### src/sv/bb3_pkg.sv
// shared constants, item types and the reciprocal table of the 3x3 box blur
package bb3_pkg;

  localparam int MAX_WIDTH = 1024;
  localparam int COL_W     = $clog2(MAX_WIDTH);

  localparam int WIDTH_W    = 11;
  localparam int HEIGHT_W   = 16;
  localparam int ROW_W      = HEIGHT_W + 1;
  localparam int CFG_DATA_W = 16;
  localparam int CFG_IDX_W  = 1;
  localparam int POS_W      = (COL_W + 1 > WIDTH_W) ? COL_W + 1 : WIDTH_W;

  localparam logic [WIDTH_W-1:0]  WIDTH_RESET  = 11'd1024;
  localparam logic [HEIGHT_W-1:0] HEIGHT_RESET = 16'd768;

  localparam int CH_W        = 8;
  localparam int PIX_W       = 3 * CH_W;
  localparam int SUM_W       = 12;
  localparam int CNT_W       = 4;
  localparam int RECIP_W     = 17;
  localparam int RECIP_SHIFT = 16;
  localparam int PROD_W      = SUM_W + RECIP_W;

  localparam logic ACT_PIXEL = 1'b0;
  localparam logic ACT_DRAIN = 1'b1;

  localparam logic [CFG_IDX_W-1:0] REG_FRAME_WIDTH  = 1'd0;
  localparam logic [CFG_IDX_W-1:0] REG_FRAME_HEIGHT = 1'd1;

  localparam int CMDQ_DEPTH = 4;
  localparam int CMDQ_PTR_W = $clog2(CMDQ_DEPTH);
  localparam int CMDQ_CNT_W = $clog2(CMDQ_DEPTH + 1);
  localparam int RESQ_DEPTH = 4;
  localparam int RESQ_PTR_W = $clog2(RESQ_DEPTH);
  localparam int RESQ_CNT_W = $clog2(RESQ_DEPTH + 1);

  typedef struct packed {
    logic [CH_W-1:0] red;
    logic [CH_W-1:0] green;
    logic [CH_W-1:0] blue;
  } rgb_t;

  typedef struct packed {
    logic             emit;
    logic             top_ok;
    logic             bot_ok;
    logic             left_ok;
    logic             right_ok;
    logic [CNT_W-1:0] cnt;
    logic             frame_end;
  } ctl_t;

  typedef struct packed {
    rgb_t             pix;
    logic [COL_W-1:0] col;
    ctl_t             ctl;
  } cmd_t;

  typedef struct packed {
    rgb_t pix;
    logic frame_end;
  } res_t;

  // ceil(2^16 / n): exact rounding for sums up to 9 * 255 + 4
  function automatic logic [RECIP_W-1:0] recip(input logic [CNT_W-1:0] cnt);
    logic [RECIP_W-1:0] m;
    case (cnt)
      4'd1:    m = 17'd65536;
      4'd2:    m = 17'd32768;
      4'd3:    m = 17'd21846;
      4'd4:    m = 17'd16384;
      4'd5:    m = 17'd13108;
      4'd6:    m = 17'd10923;
      4'd7:    m = 17'd9363;
      4'd8:    m = 17'd8192;
      4'd9:    m = 17'd7282;
      default: m = 17'd65536;
    endcase
    return m;
  endfunction

endpackage

### src/sv/bb3_res_fifo.sv
// result queue feeding the output ports
module bb3_res_fifo import bb3_pkg::*; (
  input  logic clk,
  input  logic rst_n,
  input  logic wr_en,
  input  res_t wr_data,
  output logic full,
  input  logic rd_en,
  output res_t rd_data,
  output logic empty
);

  res_t                  slot_r [RESQ_DEPTH];
  logic [RESQ_PTR_W-1:0] wr_ptr_r, wr_ptr_nxt;
  logic [RESQ_PTR_W-1:0] rd_ptr_r, rd_ptr_nxt;
  logic [RESQ_CNT_W-1:0] count_r, count_nxt;
  logic                  do_wr, do_rd;

  always_comb begin
    full       = count_r == RESQ_CNT_W'(RESQ_DEPTH);
    empty      = count_r == '0;
    do_wr      = wr_en && !full;
    do_rd      = rd_en && !empty;
    rd_data    = slot_r[rd_ptr_r];
    wr_ptr_nxt = do_wr ? wr_ptr_r + RESQ_PTR_W'(1) : wr_ptr_r;
    rd_ptr_nxt = do_rd ? rd_ptr_r + RESQ_PTR_W'(1) : rd_ptr_r;
    count_nxt  = count_r + RESQ_CNT_W'(do_wr) - RESQ_CNT_W'(do_rd);
  end

  always_ff @(posedge clk) begin
    if (!rst_n) begin
      wr_ptr_r <= '0;
      rd_ptr_r <= '0;
      count_r  <= '0;
    end else begin
      wr_ptr_r <= wr_ptr_nxt;
      rd_ptr_r <= rd_ptr_nxt;
      count_r  <= count_nxt;
    end
  end

  always_ff @(posedge clk) begin
    if (do_wr) begin
      slot_r[wr_ptr_r] <= wr_data;
    end
  end

endmodule

### config.mk
export PLATFORM = sky130hd
export DESIGN_NAME = bb3_res_fifo
export DESIGN_NICKNAME = d
export VERILOG_FILES = /design/src/sv/bb3_pkg.sv /design/src/sv/bb3_res_fifo.sv
export SDC_FILE = /design/constraint.sdc
export NUM_CORES = 1
export LEC_CHECK = 0
export BUFFER_PORTS_ARGS = -buffer_cell sky130_fd_sc_hd__buf_4
export CAP_MARGIN = 20
export CORE_MARGIN = 10
export CORE_UTILIZATION = 45
export CTS_CLUSTER_SIZE = 8
export DETAILED_ROUTE_END_ITERATION = 6
export PLACE_DENSITY = 0.66
export RECOVER_POWER = 50
export SYNTH_ARGS = -nofsm -noshare
export SYNTH_HDL_FRONTEND = slang
export SYNTH_SLANG_ARGS = --single-unit
### constraint.sdc
create_clock -name clk -period 2 [get_ports clk]
set_input_delay 0.3 -clock clk [delete_from_list [all_inputs] [get_ports clk]]
set_output_delay 0.3 -clock clk [all_outputs]
set_load 0.05 [all_outputs]
==> impl_metrics.tcl <==
set metrics [dict create \
    yosys.area_share.simple_pct 2.874 \
    cp-start-kind "flop" \
    hp-class "primary input to flop" \
    grt-ovfl-total 0 \
    peakVddDrop_v 0.0007771 \
    grt_pass1_vias 2162 \
    htreeDepth 3 \
    area_growth_pct 24.56 \
    n_fill_cell 682 \
    detail_route.wl_per_cell_um 19.76 \
    clock_latency_ns 0.35 \
    synth.avg_cell_area_um2 22.73 \
    final_area_um2 5152 \
    yosysTopAreaCellShare_pct 72.60 \
    grt_pass1_wl_um 11640 \
    r2r-start "count_r[2]" \
    synth_compound_area_share_pct 0.5445 \
    worst_slew_pin_slew_ns 0.2050 \
    critPathCaptureType "output port" \
    diodes 0 \
    finalCritPeriodShare_pct 99.28 \
    hold_violations 0 \
    antenna_found_initial 0 \
    fmax_mhz 503.6 \
    drc 0 \
    mostFrequentLayoutCell "edfxtp_1" \
    tns_ns 0 \
    drtPass1Iterations 4 \
    ys_seq_area_share_pct 76.95 \
    drive_gt1_share_pct 40.89 \
    synth_top_family_by_area "multiplexers" \
    wirelength_um 7450 \
    final-setup-viol-count 0 \
    cap_violations 0 \
    worstPathArrival_ns 1.69 \
    synth_area_um2 4136 \
    grt.met3_usage_pct 3.411 \
    p_total_uw 6763 \
    switching_share_pct 34.49 \
    nets 300 \
    vias 1957 \
    root_buffer "clkbuf_8" \
    grt_use_met2_pct 19.04 \
    gp_congestion 0.6530 \
    crit_required_ns 1.70 \
    outcome "finished, final reports clean" \
    p_leak_uw 0.001732 \
    num_rows 34 \
    cts_tree "yes" \
    numCtsBuffers 9 \
    syn-instance-count 182 \
    via_per_inst 5.191 \
    dp_cells 349 \
    drt-initial-drc-count 79 \
    io_buffer_count 55 \
    clkSinkCount 109 \
    pwr-share-comb_pct 39.7 \
    synthAdderAreaFrac_pct 2.299 \
    power.switching_uw 2332 \
    synth_top_cell_by_area "edfxtp_1" \
    crit_type "flop to output port" \
    clk_path_buf_depth 2 \
    yosysWarnings 0 \
    final_cell_mix "edfxtp_1 (100), buf_6 (26), mux4_2 (25), clkbuf_1 (25), buf_4 (19)" \
    crit_fanout 7 \
    cts.clk_slew.worst_paths_ns 0.09 \
    final_cells 377 \
    syn-num-nets 218 \
    gr-max-usage-layer "met2" \
    synth-xor-area-share_pct 0.4235 \
    core_area_um2 8848 \
    grt_util_met1_pct 13.64 \
    synthMuxAreaShare_pct 14.55 \
    ios 56 \
    p_clk_share_pct 17.4 \
    ys_ff_latch 109 \
    die_h_um 115.9 \
    dieArea_um2 13430 \
    slew-limit-headroom_pct 86.33 \
    post-dp-hpwl_um 4663 \
    pwr_density_cell_nw_per_um2 1312 \
    maxSlewViolCount 0 \
    min_from "wr_data[17]" \
    p_int_uw 4430 \
    finClkSkew_ns 0.009026 \
    rsz0062_at_grt "yes" \
    track_usage_pct 11.45 \
    antenna_left 0 \
    grt_start_max_net_pins 26 \
    ys_types 23 \
    dpl_cell_area_um2 4746 \
    ctsHoldBuffers 0 \
    ys_top_cells_by_area "edfxtp_1 (73%), mux4_2 (11%), dfxtp_1 (4.4%)" \
    start_util_pct 46.75 \
    chipWidth_um 115.9 \
    seqPwrFrac_pct 43.0 \
    period_needed_ns 1.986 \
]
-- worst paths after layout --
path | to | slack (ns) | cells after the start
worst max register to register | count_r[2] | 0.02 | 10
worst min register to register | rd_ptr_r[1] | 0.49 | 2
worst min-delay path | slot_r[1][17] | 0.20 | 1
worst max-delay path | rd_data[22] | 0.01 | 3
-- critical path, cell delays in order (launching register included) --
cell and delay [ns]:
dfxtp_4 0.46, buf_12 0.16, mux4_2 0.54, buf_6 0.18
-- kinds of logic after synthesis --
family	after synthesis
flops	109
mux	27
xor+xnor	2
compound gates	4
buf+inv	14
simple gates	19
fa+ha+maj	7
-- per-layer routing --
layer	share of wire [%]	vias up	wire [um]
met2	50	39	3760
li1	-	901	-
met3	5.4	9	403
met4	1.4	0	102
met1	43	1008	3184
met5	0	-	0
-- layout make-up --
class / count / area, um^2 / share of cell area (%)
Clock inverter: 7 / 48.80 / 0.9471
Timing Repair Buffer: 79 / 729.5 / 14.16
Sequential cell: 109 / 3198 / 62.07
Clock buffer: 9 / 123.9 / 2.404
Inverter: 6 / 22.52 / 0.4371
Tap cell: 108 / 135.1 / 2.623
Multi-Input combinational cell: 59 / 894.6 / 17.36
-- sequential cells by signal (all words and copies together), names as in the netlist, named ones only --
signal    flops
count_r       3
rd_ptr_r      2
wr_ptr_r      2
slot_r      100
-- repair_timing --
item | in CTS | in global routing
buffers inserted | 6 | 2
gates resized for setup | 40 | 15
endpoints found under the setup margin | 19 | 94
cloned | 2 | 2
pin swaps | 6 | 4
-- synth_stat cells --
library cell,n
edfxtp_1,100
mux4_2,20
dfxtp_1,9
and2_1,7
ha_1,6
inv_1,6
nand2_1,6
mux4_1,5
buf_2,3
o21ai_0,3
buf_12,2
mux2i_1,2
nor2b_1,2
xnor2_1,2
a21boi_1,1
buf_6,1
clkbuf_1,1
clkbuf_2,1
fa_1,1
nand4bb_1,1
nor3_2,1
nor3b_2,1
or3_1,1
-- through the flow --
step	hold WS [ns]	worst slack (ns)	util (%)
2_1_floorplan	0.3989	-0.3145	-
3_3_place_gp	0.4817	-0.01213	53.63
3_5_place_dp	0.4812	-0.06284	53.63
4_1_cts	0.1205	-0.03378	58.00
5_1_grt	0.1996	-0.05336	58.23
6_report	0.2012	0.01437	58.23
-- power by group through the flow --
stage               logic [uW]  registers, uW  clock network [uW]
CTS                       2640           2900                1210
finish                    2680           2900                1170
global route              2840           2930                1300
global placement          2250           2910                   0
floorplan                 1660           2890                   0
detailed placement        2270           2920                   0
(Power assumes the default switching activity.)
