`config.mk`:
```
export PLATFORM = sky130hd
export DESIGN_NAME = bb3_cmd_fifo
export DESIGN_NICKNAME = d
export VERILOG_FILES = /design/src/sv/bb3_pkg.sv /design/src/sv/bb3_cmd_fifo.sv
export SDC_FILE = /design/constraint.sdc
export NUM_CORES = 1
export LEC_CHECK = 0
export BUFFER_PORTS_ARGS = -buffer_cell sky130_fd_sc_hd__buf_2
export CORE_MARGIN = 2
export CORE_UTILIZATION = 50
export DETAILED_ROUTE_END_ITERATION = 8
export PLACE_DENSITY = 0.82
export SLEW_MARGIN = 10
export SYNTH_ARGS = -nofsm -noshare
export SYNTH_HDL_FRONTEND = slang
export SYNTH_SLANG_ARGS = --single-unit
```
`constraint.sdc`:
```
create_clock -name clk -period 2.65 [get_ports clk]
set_input_delay 0.1325 -clock clk [delete_from_list [all_inputs] [get_ports clk]]
set_output_delay 0.1325 -clock clk [all_outputs]
set_load 0.02 [all_outputs]
```
`src/sv/bb3_pkg.sv`:
```
// shared constants, item types and the reciprocal table of the 3x3 box blur
package bb3_pkg;

  localparam int MAX_WIDTH = 1024;
  localparam int COL_W     = $clog2(MAX_WIDTH);

  localparam int WIDTH_W    = 11;
  localparam int HEIGHT_W   = 16;
  localparam int ROW_W      = HEIGHT_W + 1;
  localparam int CFG_DATA_W = 16;
  localparam int CFG_IDX_W  = 1;
  localparam int POS_W      = (COL_W + 1 > WIDTH_W) ? COL_W + 1 : WIDTH_W;

  localparam logic [WIDTH_W-1:0]  WIDTH_RESET  = 11'd1024;
  localparam logic [HEIGHT_W-1:0] HEIGHT_RESET = 16'd768;

  localparam int CH_W        = 8;
  localparam int PIX_W       = 3 * CH_W;
  localparam int SUM_W       = 12;
  localparam int CNT_W       = 4;
  localparam int RECIP_W     = 17;
  localparam int RECIP_SHIFT = 16;
  localparam int PROD_W      = SUM_W + RECIP_W;

  localparam logic ACT_PIXEL = 1'b0;
  localparam logic ACT_DRAIN = 1'b1;

  localparam logic [CFG_IDX_W-1:0] REG_FRAME_WIDTH  = 1'd0;
  localparam logic [CFG_IDX_W-1:0] REG_FRAME_HEIGHT = 1'd1;

  localparam int CMDQ_DEPTH = 4;
  localparam int CMDQ_PTR_W = $clog2(CMDQ_DEPTH);
  localparam int CMDQ_CNT_W = $clog2(CMDQ_DEPTH + 1);
  localparam int RESQ_DEPTH = 4;
  localparam int RESQ_PTR_W = $clog2(RESQ_DEPTH);
  localparam int RESQ_CNT_W = $clog2(RESQ_DEPTH + 1);

  typedef struct packed {
    logic [CH_W-1:0] red;
    logic [CH_W-1:0] green;
    logic [CH_W-1:0] blue;
  } rgb_t;

  typedef struct packed {
    logic             emit;
    logic             top_ok;
    logic             bot_ok;
    logic             left_ok;
    logic             right_ok;
    logic [CNT_W-1:0] cnt;
    logic             frame_end;
  } ctl_t;

  typedef struct packed {
    rgb_t             pix;
    logic [COL_W-1:0] col;
    ctl_t             ctl;
  } cmd_t;

  typedef struct packed {
    rgb_t pix;
    logic frame_end;
  } res_t;

  // ceil(2^16 / n): exact rounding for sums up to 9 * 255 + 4
  function automatic logic [RECIP_W-1:0] recip(input logic [CNT_W-1:0] cnt);
    logic [RECIP_W-1:0] m;
    case (cnt)
      4'd1:    m = 17'd65536;
      4'd2:    m = 17'd32768;
      4'd3:    m = 17'd21846;
      4'd4:    m = 17'd16384;
      4'd5:    m = 17'd13108;
      4'd6:    m = 17'd10923;
      4'd7:    m = 17'd9363;
      4'd8:    m = 17'd8192;
      4'd9:    m = 17'd7282;
      default: m = 17'd65536;
    endcase
    return m;
  endfunction

endpackage

```
`src/sv/bb3_cmd_fifo.sv`:
```
// short queue of classified items between the front end and the blur datapath
module bb3_cmd_fifo import bb3_pkg::*; (
  input  logic clk,
  input  logic rst_n,
  input  logic wr_en,
  input  cmd_t wr_data,
  output logic full,
  input  logic rd_en,
  output cmd_t rd_data,
  output logic empty
);

  cmd_t                  slot_r [CMDQ_DEPTH];
  logic [CMDQ_PTR_W-1:0] wr_ptr_r, wr_ptr_nxt;
  logic [CMDQ_PTR_W-1:0] rd_ptr_r, rd_ptr_nxt;
  logic [CMDQ_CNT_W-1:0] count_r, count_nxt;
  logic                  do_wr, do_rd;

  always_comb begin
    full       = count_r == CMDQ_CNT_W'(CMDQ_DEPTH);
    empty      = count_r == '0;
    do_wr      = wr_en && !full;
    do_rd      = rd_en && !empty;
    rd_data    = slot_r[rd_ptr_r];
    wr_ptr_nxt = do_wr ? wr_ptr_r + CMDQ_PTR_W'(1) : wr_ptr_r;
    rd_ptr_nxt = do_rd ? rd_ptr_r + CMDQ_PTR_W'(1) : rd_ptr_r;
    count_nxt  = count_r + CMDQ_CNT_W'(do_wr) - CMDQ_CNT_W'(do_rd);
  end

  always_ff @(posedge clk) begin
    if (!rst_n) begin
      wr_ptr_r <= '0;
      rd_ptr_r <= '0;
      count_r  <= '0;
    end else begin
      wr_ptr_r <= wr_ptr_nxt;
      rd_ptr_r <= rd_ptr_nxt;
      count_r  <= count_nxt;
    end
  end

  always_ff @(posedge clk) begin
    if (do_wr) begin
      slot_r[wr_ptr_r] <= wr_data;
    end
  end

endmodule

```
==> results.txt <==
----------------------------------------------------
[Routing]
  Uppermost layer routed ... met4
  Total detailed-routing wirelength ... 12000 microns
  Ratio of routed vias to standard cells ... 5.30
  Number of vias after detailed routing ... 3301
  # DRC ... 0
  Sum of met2 wire segment lengths after detailed routing ... 6390 microns
  Number of DRC violations after detailed-routing iteration 0 ... 257
  First-pass detailed-route iteration total ... 4
  Routed length on met3 ... 604 microns
  Wl on met1 ... 4880 microns
  Post-DRT Antenna Nets ... 0
  Average wire length per cell after detail routing ... 19.3 microns

[Synthesis]
  Count of state elements after synthesis ... 185
  Mean instance size in the synthesized netlist ... roughly 25 sq um
  Number of distinct standard cells referenced by the synthesized netlist ... 23
  Most frequent cell after synthesis ... sky130_fd_sc_hd__edfxtp_1
  Dominant synthesized flop cell ... sky130_fd_sc_hd__edfxtp_1
  Warnings from Yosys ... 0
  Library cell occupying the most area in the post-synthesis netlist ... sky130_fd_sc_hd__edfxtp_1
  Commonest cells post-synth ... 176 x sky130_fd_sc_hd__edfxtp_1, 40 x sky130_fd_sc_hd__mux4_2, 9 x sky130_fd_sc_hd__dfxtp_1
  Net Count, Synth ... 336
  Sequential cell area fraction in the yosys report ... 0.793
  Cells after synthesis ... 281
  Share of synthesized registers carrying an async set or reset ... 0
  Post-synth EDFFs ... 176
  Mapped Area ... 6890 sq um
  Top cell type's share of synthesized area ... 0.767
  Most area-consuming cells after synthesis ... sky130_fd_sc_hd__edfxtp_1 77%, sky130_fd_sc_hd__mux4_2 13%, sky130_fd_sc_hd__dfxtp_1 2.6%

[Min path]
  Worst hold-check path type ... in2reg

[Timing]
  Worst rel slew slack ... 0.604
  Worst hold margin ... 43.0 ps
  Post-route setup slack ... 403 ps
  Number of hold-slack violations in the final timing report ... 0
  # setup viols final ... 0
  Tmin final ... 2250 ps
  Timing-limited maximum frequency ... approximately 440 MHz
  Setup repair after global routing missed its margin ... no
  Layout Skew ... 3.81 ps
  Fin. max-slew vios ... 0
  Slew at the pin closest to its max-slew limit ... between 500 and 600 ps
  Final sum of negative setup slack ... 0 ps
  Tcrit/Tclk final ... 0.848

[Clock network]
  Depth of the CTS H-tree ... 4
  Inserted Clock Buffers ... 17
  TritonCTS clock tree ... built
  Post-CTS setup buffers ... 0
  Clock input transition at the sequential cells of the worst setup and hold paths ... 60 ps
  Clock latency on the worst-skew pair ... 420 ps
  Total clock sinks ... between 150 and 200
  Post_cts resized ... 0
  Maximum buffer depth of the clock tree ... 2
  Clock tree root driver cell ... sky130_fd_sc_hd__clkbuf_16

[Worst setup path]
  CP cell instances ... nor3_2 > nor2b_1 > ha_1 > inv_1 > ha_1 > fa_1 > xnor2_1 > xnor2_1 > and2_1
  Type of the setup path with the least slack ... reg2reg
  Endpoint required time on the critical path ... 2970 ps
  Endpoint kind of the worst setup timing path ... flop
  CP arrival ... 2570 ps
  Stage delay of the slowest cell on the critical path ... 390 ps
  Critical Path Fanout Max ... 5
  Cell type of the slowest stage on the worst timing path ... sky130_fd_sc_hd__fa_1
  Sort of element at the start of the critical path ... flop

[Global route]
  Maximum number of pins on one net before global-route repair ... 45
  Remaining global-route overflow ... 0
  Number of global-route vias before repair ... approximately 3600
  Wire length of the first global-routing pass ... 19100 microns
  Global-route usage over all layers ... 0.180
  Antenna violations before repair ... 0

[Floorplan]
  Count of standard-cell rows ... 42
  Initial cell density of the core ... 0.516
  X dimension of the die ... ~120 microns
  Boundary Pins ... 94
  Overall die area ... 14700 sq um
  Core area ... 13300 sq um
  Die boundary height ... 121 microns

[Pwr]
  Worst IR drop on VDD ... 0.470 mV
  Power per Cell Area ... 938 nW/um^2
  Total design power ... 8.11 mW
  Leak Pwr ... 2.97 nW

[Layout]
  Post-route design area ... 8640 sq um
  Number of nets in the layout ... approximately 490
  Area growth, synth to finish ... 25.4%
  Diodes inserted ... 0
  Fraction of layout instances using a drive strength above 1 ... 0.398

[Place]
  Worst slack after detailed placement ... ~430 ps
  Detail Placement HPWL ... 7060 microns
  Total cell area at the placement stage ... ~7600 sq um
  Final GP Congestion ... ~0.75
  Count of buffers inserted at the top-level ports ... between 90 and 100

[Run status]
  Outcome ... finished clean

[Flow run]
  Max cap viols ... 0

----------------------------------------------------
==> what timing repair did <==
action                     in CTS  in global routing
setup endpoints to repair       0                  0
hold endpoints to repair      176                  0
hold buffers                   44                  0
==> worst paths after layout <==
path,end,slack [ps],cells past startpoint,startpoint
worst min register to register,wr_ptr_r[1],510,2,wr_ptr_r[1]
worst max register to register,count_r[2],400,9,count_r[1]
worst max-delay path,count_r[2],400,9,count_r[1]
worst min-delay path,wr_ptr_r[1],40,3,rst_n
==> sequential cells by signal (all words and copies together) (netlist names), named ones only <==
name,flops
rd_ptr_r,2
wr_ptr_r,2
count_r,3
slot_r,176
==> routing by layer <==
metal  global-route usage  vias to the layer above
met5                    0                        -
met4               0.0639                        0
met3               0.0508                       12
met2                0.303                       85
met1                0.224                     1722
li1                     -                     1482
==> final cells by class <==
cell class                 count  area (sq um)
clock inverter                13           176
multi-input combinational     78          1280
inverter                       6          22.5
clock buffer                  19           433
sequential                   185          5470
fill                         912          4700
timing repair buffer         146          1040
tap                          176           220
==> cells by family after synthesis <==
kind of cell | count (synthesis) | synth area share
flops | 185 | 0.793
mux | 46 | 0.149
simple gates | 19 | 0.0172
buf+inv | 18 | 0.0214
fa+ha+maj | 7 | 0.0138
compound gates | 4 | 0.00327
xor+xnor | 2 | 0.00254
==> metrics by stage <==
stage	cells	utilization
floorplan	281	-
global placement	547	0.569
detailed placement	547	0.569
CTS	623	0.648
global route	623	0.648
finish	623	0.648
==> power breakdown <==
group	total [mW]	internal, mW	switching (mW)
Combinational	1.81	0.834	0.978
Clock	2.57	1.57	1.00
Sequential	3.72	3.55	0.174
Total	8.11	5.95	2.15
==> worst max-delay path: cells and delay by family, from the launching register on <==
kind | cells | cell delay (ps)
adder cells (fa/ha/maj) | 3 | 860
buffers and inverters | 1 | 40
AND/OR/NAND/NOR | 3 | 620
flip-flops | 1 | 340
XOR/XNOR | 2 | 300
==> cells in the final DEF, fill, tap and decap left out <==
cell type,count
sky130_fd_sc_hd__edfxtp_1,176
sky130_fd_sc_hd__buf_2,93
sky130_fd_sc_hd__dlygate4sd3_1,44
sky130_fd_sc_hd__mux4_2,40
sky130_fd_sc_hd__clkbuf_16,17
sky130_fd_sc_hd__dfxtp_1,7
sky130_fd_sc_hd__inv_1,6
sky130_fd_sc_hd__nand2_1,6
sky130_fd_sc_hd__ha_1,6
sky130_fd_sc_hd__buf_12,5
sky130_fd_sc_hd__and2_2,4
sky130_fd_sc_hd__mux4_1,4
sky130_fd_sc_hd__clkinvlp_4,4
sky130_fd_sc_hd__bufinv_16,4
sky130_fd_sc_hd__buf_4,4
sky130_fd_sc_hd__and2_1,3
sky130_fd_sc_hd__o21ai_0,3
sky130_fd_sc_hd__nor2b_1,2
sky130_fd_sc_hd__mux2i_1,2
sky130_fd_sc_hd__xnor2_1,2
sky130_fd_sc_hd__clkinv_2,2
sky130_fd_sc_hd__clkinv_1,2
sky130_fd_sc_hd__clkbuf_1,2
sky130_fd_sc_hd__nor3_2,1
sky130_fd_sc_hd__nor3b_2,1
sky130_fd_sc_hd__nand4bb_1,1
sky130_fd_sc_hd__or3_1,1
sky130_fd_sc_hd__a21boi_1,1
sky130_fd_sc_hd__fa_1,1
sky130_fd_sc_hd__dfxtp_4,1
sky130_fd_sc_hd__dfxtp_2,1
sky130_fd_sc_hd__inv_6,1
(Power assumes the default switching activity.)
