==> src/sv/bb3_pkg.sv <==
// shared constants, item types and the reciprocal table of the 3x3 box blur
package bb3_pkg;

  localparam int MAX_WIDTH = 1024;
  localparam int COL_W     = $clog2(MAX_WIDTH);

  localparam int WIDTH_W    = 11;
  localparam int HEIGHT_W   = 16;
  localparam int ROW_W      = HEIGHT_W + 1;
  localparam int CFG_DATA_W = 16;
  localparam int CFG_IDX_W  = 1;
  localparam int POS_W      = (COL_W + 1 > WIDTH_W) ? COL_W + 1 : WIDTH_W;

  localparam logic [WIDTH_W-1:0]  WIDTH_RESET  = 11'd1024;
  localparam logic [HEIGHT_W-1:0] HEIGHT_RESET = 16'd768;

  localparam int CH_W        = 8;
  localparam int PIX_W       = 3 * CH_W;
  localparam int SUM_W       = 12;
  localparam int CNT_W       = 4;
  localparam int RECIP_W     = 17;
  localparam int RECIP_SHIFT = 16;
  localparam int PROD_W      = SUM_W + RECIP_W;

  localparam logic ACT_PIXEL = 1'b0;
  localparam logic ACT_DRAIN = 1'b1;

  localparam logic [CFG_IDX_W-1:0] REG_FRAME_WIDTH  = 1'd0;
  localparam logic [CFG_IDX_W-1:0] REG_FRAME_HEIGHT = 1'd1;

  localparam int CMDQ_DEPTH = 4;
  localparam int CMDQ_PTR_W = $clog2(CMDQ_DEPTH);
  localparam int CMDQ_CNT_W = $clog2(CMDQ_DEPTH + 1);
  localparam int RESQ_DEPTH = 4;
  localparam int RESQ_PTR_W = $clog2(RESQ_DEPTH);
  localparam int RESQ_CNT_W = $clog2(RESQ_DEPTH + 1);

  typedef struct packed {
    logic [CH_W-1:0] red;
    logic [CH_W-1:0] green;
    logic [CH_W-1:0] blue;
  } rgb_t;

  typedef struct packed {
    logic             emit;
    logic             top_ok;
    logic             bot_ok;
    logic             left_ok;
    logic             right_ok;
    logic [CNT_W-1:0] cnt;
    logic             frame_end;
  } ctl_t;

  typedef struct packed {
    rgb_t             pix;
    logic [COL_W-1:0] col;
    ctl_t             ctl;
  } cmd_t;

  typedef struct packed {
    rgb_t pix;
    logic frame_end;
  } res_t;

  // ceil(2^16 / n): exact rounding for sums up to 9 * 255 + 4
  function automatic logic [RECIP_W-1:0] recip(input logic [CNT_W-1:0] cnt);
    logic [RECIP_W-1:0] m;
    case (cnt)
      4'd1:    m = 17'd65536;
      4'd2:    m = 17'd32768;
      4'd3:    m = 17'd21846;
      4'd4:    m = 17'd16384;
      4'd5:    m = 17'd13108;
      4'd6:    m = 17'd10923;
      4'd7:    m = 17'd9363;
      4'd8:    m = 17'd8192;
      4'd9:    m = 17'd7282;
      default: m = 17'd65536;
    endcase
    return m;
  endfunction

endpackage

==> src/sv/bb3_front.sv <==
// front end: frame registers, position counters and item classification
module bb3_front import bb3_pkg::*; (
  input  logic                  clk,
  input  logic                  rst_n,
  input  logic                  push,
  input  logic                  full,
  input  logic                  in_action,
  input  logic [CH_W-1:0]       in_red,
  input  logic [CH_W-1:0]       in_green,
  input  logic [CH_W-1:0]       in_blue,
  input  logic                  cfg_we,
  input  logic [CFG_IDX_W-1:0]  cfg_index,
  input  logic [CFG_DATA_W-1:0] cfg_data,
  output logic                  cmd_push,
  output cmd_t                  cmd_data
);

  logic [WIDTH_W-1:0]  width_r,   width_nxt;
  logic [HEIGHT_W-1:0] height_r,  height_nxt;
  logic [ROW_W-1:0]    in_row_r,  in_row_nxt;
  logic [COL_W-1:0]    in_col_r,  in_col_nxt;
  logic [HEIGHT_W-1:0] out_row_r, out_row_nxt;
  logic [COL_W-1:0]    out_col_r, out_col_nxt;

  logic               accept, draining, take, emit, last;
  logic [POS_W-1:0]   width_ext, in_col_inc, out_col_inc;
  logic [ROW_W-1:0]   out_row_inc, height_ext;
  logic               top_ok, bot_ok, left_ok, right_ok;
  logic [1:0]         rows, cols;
  logic [WIDTH_W-1:0] w_wr;
  logic [HEIGHT_W-1:0] h_wr;

  always_comb begin
    accept      = push && !full;
    height_ext  = ROW_W'(height_r);
    width_ext   = POS_W'(width_r);
    draining    = in_row_r >= height_ext;
    // items of the wrong kind for the current phase are dropped
    take        = accept && ((in_action == ACT_DRAIN) == draining);
    emit        = (in_row_r >= ROW_W'(2)) || (in_row_r == ROW_W'(1) && in_col_r != '0);
    in_col_inc  = POS_W'(in_col_r) + POS_W'(1);
    out_col_inc = POS_W'(out_col_r) + POS_W'(1);
    out_row_inc = ROW_W'(out_row_r) + ROW_W'(1);
    last        = (out_row_inc >= height_ext) && (out_col_inc >= width_ext);

    top_ok   = out_row_r != '0;
    bot_ok   = out_row_inc < height_ext;
    left_ok  = out_col_r != '0;
    // a result emitted at column zero belongs to the end of the previous row
    right_ok = (out_col_inc < width_ext) && (in_col_r != '0);
    rows     = 2'd1 + 2'(top_ok) + 2'(bot_ok);
    cols     = 2'd1 + 2'(left_ok) + 2'(right_ok);

    cmd_push               = take;
    cmd_data.pix.red       = (in_action == ACT_PIXEL) ? in_red   : '0;
    cmd_data.pix.green     = (in_action == ACT_PIXEL) ? in_green : '0;
    cmd_data.pix.blue      = (in_action == ACT_PIXEL) ? in_blue  : '0;
    cmd_data.col           = in_col_r;
    cmd_data.ctl.emit      = emit;
    cmd_data.ctl.top_ok    = top_ok;
    cmd_data.ctl.bot_ok    = bot_ok;
    cmd_data.ctl.left_ok   = left_ok;
    cmd_data.ctl.right_ok  = right_ok;
    cmd_data.ctl.cnt       = CNT_W'({2'b00, rows} * {2'b00, cols});
    cmd_data.ctl.frame_end = last;

    w_wr = cfg_data[WIDTH_W-1:0];
    if (w_wr == '0) begin
      w_wr = WIDTH_W'(1);
    end else if (int'(w_wr) > MAX_WIDTH) begin
      w_wr = WIDTH_W'(MAX_WIDTH);
    end
    h_wr = cfg_data[HEIGHT_W-1:0];
    if (h_wr == '0) begin
      h_wr = HEIGHT_W'(1);
    end

    width_nxt   = width_r;
    height_nxt  = height_r;
    in_row_nxt  = in_row_r;
    in_col_nxt  = in_col_r;
    out_row_nxt = out_row_r;
    out_col_nxt = out_col_r;

    if (cfg_we) begin
      case (cfg_index)
        REG_FRAME_WIDTH:  width_nxt  = w_wr;
        REG_FRAME_HEIGHT: height_nxt = h_wr;
        default: ;
      endcase
      in_row_nxt  = '0;
      in_col_nxt  = '0;
      out_row_nxt = '0;
      out_col_nxt = '0;
    end else if (take) begin
      if (in_col_inc >= width_ext) begin
        in_col_nxt = '0;
        in_row_nxt = in_row_r + ROW_W'(1);
      end else begin
        in_col_nxt = in_col_r + COL_W'(1);
      end
      if (emit) begin
        if (out_col_inc >= width_ext) begin
          out_col_nxt = '0;
          out_row_nxt = out_row_r + HEIGHT_W'(1);
        end else begin
          out_col_nxt = out_col_r + COL_W'(1);
        end
        if (last) begin
          in_row_nxt  = '0;
          in_col_nxt  = '0;
          out_row_nxt = '0;
          out_col_nxt = '0;
        end
      end
    end
  end

  always_ff @(posedge clk) begin
    if (!rst_n) begin
      width_r   <= WIDTH_RESET;
      height_r  <= HEIGHT_RESET;
      in_row_r  <= '0;
      in_col_r  <= '0;
      out_row_r <= '0;
      out_col_r <= '0;
    end else begin
      width_r   <= width_nxt;
      height_r  <= height_nxt;
      in_row_r  <= in_row_nxt;
      in_col_r  <= in_col_nxt;
      out_row_r <= out_row_nxt;
      out_col_r <= out_col_nxt;
    end
  end

endmodule

==> config.mk <==
export PLATFORM = sky130hd
export DESIGN_NAME = bb3_front
export DESIGN_NICKNAME = d
export VERILOG_FILES = /design/src/sv/bb3_pkg.sv /design/src/sv/bb3_front.sv
export SDC_FILE = /design/constraint.sdc
export NUM_CORES = 1
export LEC_CHECK = 0
export BUFFER_PORTS_ARGS = -buffer_cell sky130_fd_sc_hd__buf_2
export CORE_MARGIN = 5
export CORE_UTILIZATION = 57
export CTS_CLUSTER_DIAMETER = 200
export DETAILED_ROUTE_END_ITERATION = 7
export GPL_TIMING_DRIVEN = 0
export PLACE_DENSITY_LB_ADDON = 0.05
export SKIP_CTS_REPAIR_TIMING = 1
export SYNTH_ARGS = -nofsm -noshare
export SYNTH_HDL_FRONTEND = slang
export SYNTH_SLANG_ARGS = --single-unit
==> constraint.sdc <==
create_clock -name clk -period 6.3 [get_ports clk]
set_input_delay 0.63 -clock clk [delete_from_list [all_inputs] [get_ports clk]]
set_output_delay 0.63 -clock clk [all_outputs]
set_load 0.1 [all_outputs]
==> out/results.txt <==
number of global-route vias before repair -> 5,431
clk root buf -> clkbuf_8
placed cell areas -> 0.006477 mm²
count of input and output buffers -> 90
routed vias/inst -> 5.827
Die X-Extent -> 111.4 µm
largest net degree at the start of global routing -> 13
Clk pwr share -> 39.6%
Max clock buf depth -> 2
initial antenna violation count -> 0
period utilisation layout -> 84.97%
I/O pins -> 92
die extent in y -> 111.4 µm
Core ar. -> 0.01018 mm²
Final Core Density -> 65.91%
initial DRC count -> 414
Max IR drop VDD -> 0.00008607 V
Final setup viols -> 0
DRC -> 0
Psw -> 338.3 µW
DR pass1 iterations -> 5
Slew Limit Fails -> 0
Ys Warns -> 0
Design Area, Final -> 0.006713 mm²
sequential standard cell area -> 0.001602 mm²
prevailing post-synth register cell -> dfxtp_1
RSZ-0062 raised after global routing -> no
initial core utilization -> 57.51%
slew margin rel. -> 20.47%
minimum clock period -> 5353 ps
H-tree depth -> 3
Mean Syn Cell Area -> 8.090 µm²
Fillers -> 902
Worst Clk Skew -> 14.94 ps
sequential-to-total area share from yosys stat -> 27.34%
Total Power -> 1.175 mW
pwr dens -> 175.1 mW/mm²
outcome -> completed
post-route ant nets -> 0
Antenna Cells -> 0
highest clock rate -> 186.8 MHz
sequential cell fraction of total power -> 44.0%
async set-reset flop share out of synthesis -> 0%
Cells after Synth -> 724
Layout area overhead -> 14.61%
ratio of cells with drive above 1 in the final layout -> 15.08%
via count -> 5,623
EDFF count, synth -> 0
Max Cap Violations -> 0
Synth Net Count -> 838
Worst-Skew Late Latency -> 360 ps
Combinational Power Share -> 16.4%
area of the multi-input gates -> 0.003877 mm²
total grt overflow -> 0
first-pass GRT wire length -> 25,790 µm
GPL Wtd Cong -> 0.8623
Nets -> 939
DRT Wirelength -> 15,580 µm
Slew @ Worst Pin -> 1184 ps
WP data arrival -> 4720 ps
TNS Setup -> 0 ps
Int Power -> 837.2 µW
row count -> 37
most frequent cells in the layout -> buf_2 (92), dfxtp_1 (80), ha_1 (67)
Tot GR Track Use -> 24.81%
CP Launch Type -> register
CP required -> 5670 ps
Sw Share -> 28.78%
worst min path class -> reg2reg
Worst Path Max Fanout -> 9
die area -> 0.01240 mm²
#FFs+latches synth -> 80
Mapped Area -> 0.005857 mm²
Hold Vio Cnt, Final -> 0
WL per Instance -> 16.14 µm
CTS tree -> yes
most common library cell in the layout ignoring fill and taps -> buf_2
cts bufs inserted -> 9
HPWL Detailed -> 12,290 µm
kind of critical path -> reg2out
Worst-path clk slew -> 90 ps
Leak Pwr -> 2.835 nW
clk sinks -> 80
number of library cell types mapped by synthesis -> 63
CP Capture Type -> output pin
## cell type report
| type | count | share of cell area [%] |
|---|---|---|
| Buffer | 45 | 3.001 |
| Clock buffer | 12 | 2.162 |
| Clock inverter | 3 | 1.342 |
| Inverter | 47 | 2.628 |
| Multi-Input combinational cell | 552 | 57.76 |
| Sequential cell | 80 | 23.86 |
| Tap cell | 136 | 2.535 |
| Timing Repair Buffer | 90 | 6.710 |
## path summary, 6_finish.rpt
kind,startpoint,endpoint,slack [ps],depth (start not counted)
max,out_row_r[2]$_SDFFE_PP0P_,cmd_data[3],950,15
min,height_r[1]$_SDFFE_PN0P_,height_r[1]$_SDFFE_PN0P_,470,2
max reg2reg,out_row_r[2]$_SDFFE_PP0P_,in_col_r[0]$_SDFFE_PP0N_,1760,14
min reg2reg,height_r[1]$_SDFFE_PN0P_,height_r[1]$_SDFFE_PN0P_,470,2
## power groups by stage
| stage | combinational [mW] | sequential (mW) | clock [mW] |
|---|---|---|---|
| 4_1_cts | 0.192 | 0.518 | 0.470 |
| 6_report | 0.193 | 0.518 | 0.465 |
| 2_1_floorplan | 0.143 | 0.529 | 0 |
| 3_3_place_gp | 0.187 | 0.529 | 0 |
| 3_5_place_dp | 0.191 | 0.530 | 0 |
| 5_1_grt | 0.207 | 0.519 | 0.495 |
## cells by family (layout without fill, tap and decap cells)
| kind of cell | count (synthesis) | count (layout) | share of synthesized area, % |
|---|---|---|---|
| simple gates | 285 | 285 | 26.08 |
| xor+xnor | 33 | 33 | 4.935 |
| flops | 80 | 80 | 27.34 |
| compound gates | 160 | 160 | 19.65 |
| fa+ha+maj | 68 | 68 | 14.48 |
| mux | 6 | 6 | 1.047 |
| buf+inv | 92 | 197 | 6.452 |
## cells in the mapped netlist, types with 5 or more instances
cell type  number  share of area [%]
dfxtp_1        80                 27
nand4_1        12                1.3
a22o_1          9                1.3
xor2_1         15                2.2
inv_1          47                3.0
o211ai_1       12                1.5
o21ai_0        20                1.7
and3_1          8               0.85
ha_1           67                 14
a21o_1         10                1.3
nand3_1        45                3.8
o31ai_1        19                2.4
nor3_1         12                1.0
nor3b_1         7               0.90
a21oi_1        28                2.4
nor2b_1        40                4.3
nor4_1          9               0.96
clkbuf_1       35                2.2
a22oi_1         6               0.77
nor2_1         49                3.1
or4_1          15                1.9
a21boi_0       13                1.7
buf_4           6               0.77
o21a_1         11                1.4
mux2i_1         5               0.85
xnor2_1        18                2.7
nand2_1        66                4.2
## critical path, stage by stage, from the launching register on
cell and delay [ps]:
dfxtp_1 320, clkbuf_1 310, nand3_1 290, nor3_1 590, nand2_1 140, nor2_1 220
nand3_1 170, xnor2_1 160, ha_1 330, a221o_1 350, a21o_1 210, ha_1 310
nor2_1 50, ha_1 190, ha_1 270, buf_2 420
## through the flow
| stage | instances | setup WS, ps | hold slack (ps) |
|---|---|---|---|
| final | 965 | 947.1 | 468.1 |
| after global routing | 965 | 698.1 | 495.5 |
| after CTS | 965 | 969.6 | 470.1 |
| after detailed placement | 950 | 1380 | 460.2 |
| after global placement | 950 | 1533 | 458.9 |
| after floorplan | 724 | 1612 | 443.5 |
## routing by layer
layer	up-vias	track usage [%]	routed length [µm]
li1	2796	-	-
met1	2658	32.20	6849
met2	139	42.54	7700
met3	30	3.533	698
met4	0	8.029	329
met5	-	0	0
## sequential cells by signal, indices dropped and copies added (netlist names)
name,count
in_row_r,17
width_ext,11
in_col_r,10
height_r,16
out_row_r,16
out_col_r,10
(Power assumes the default switching activity.)
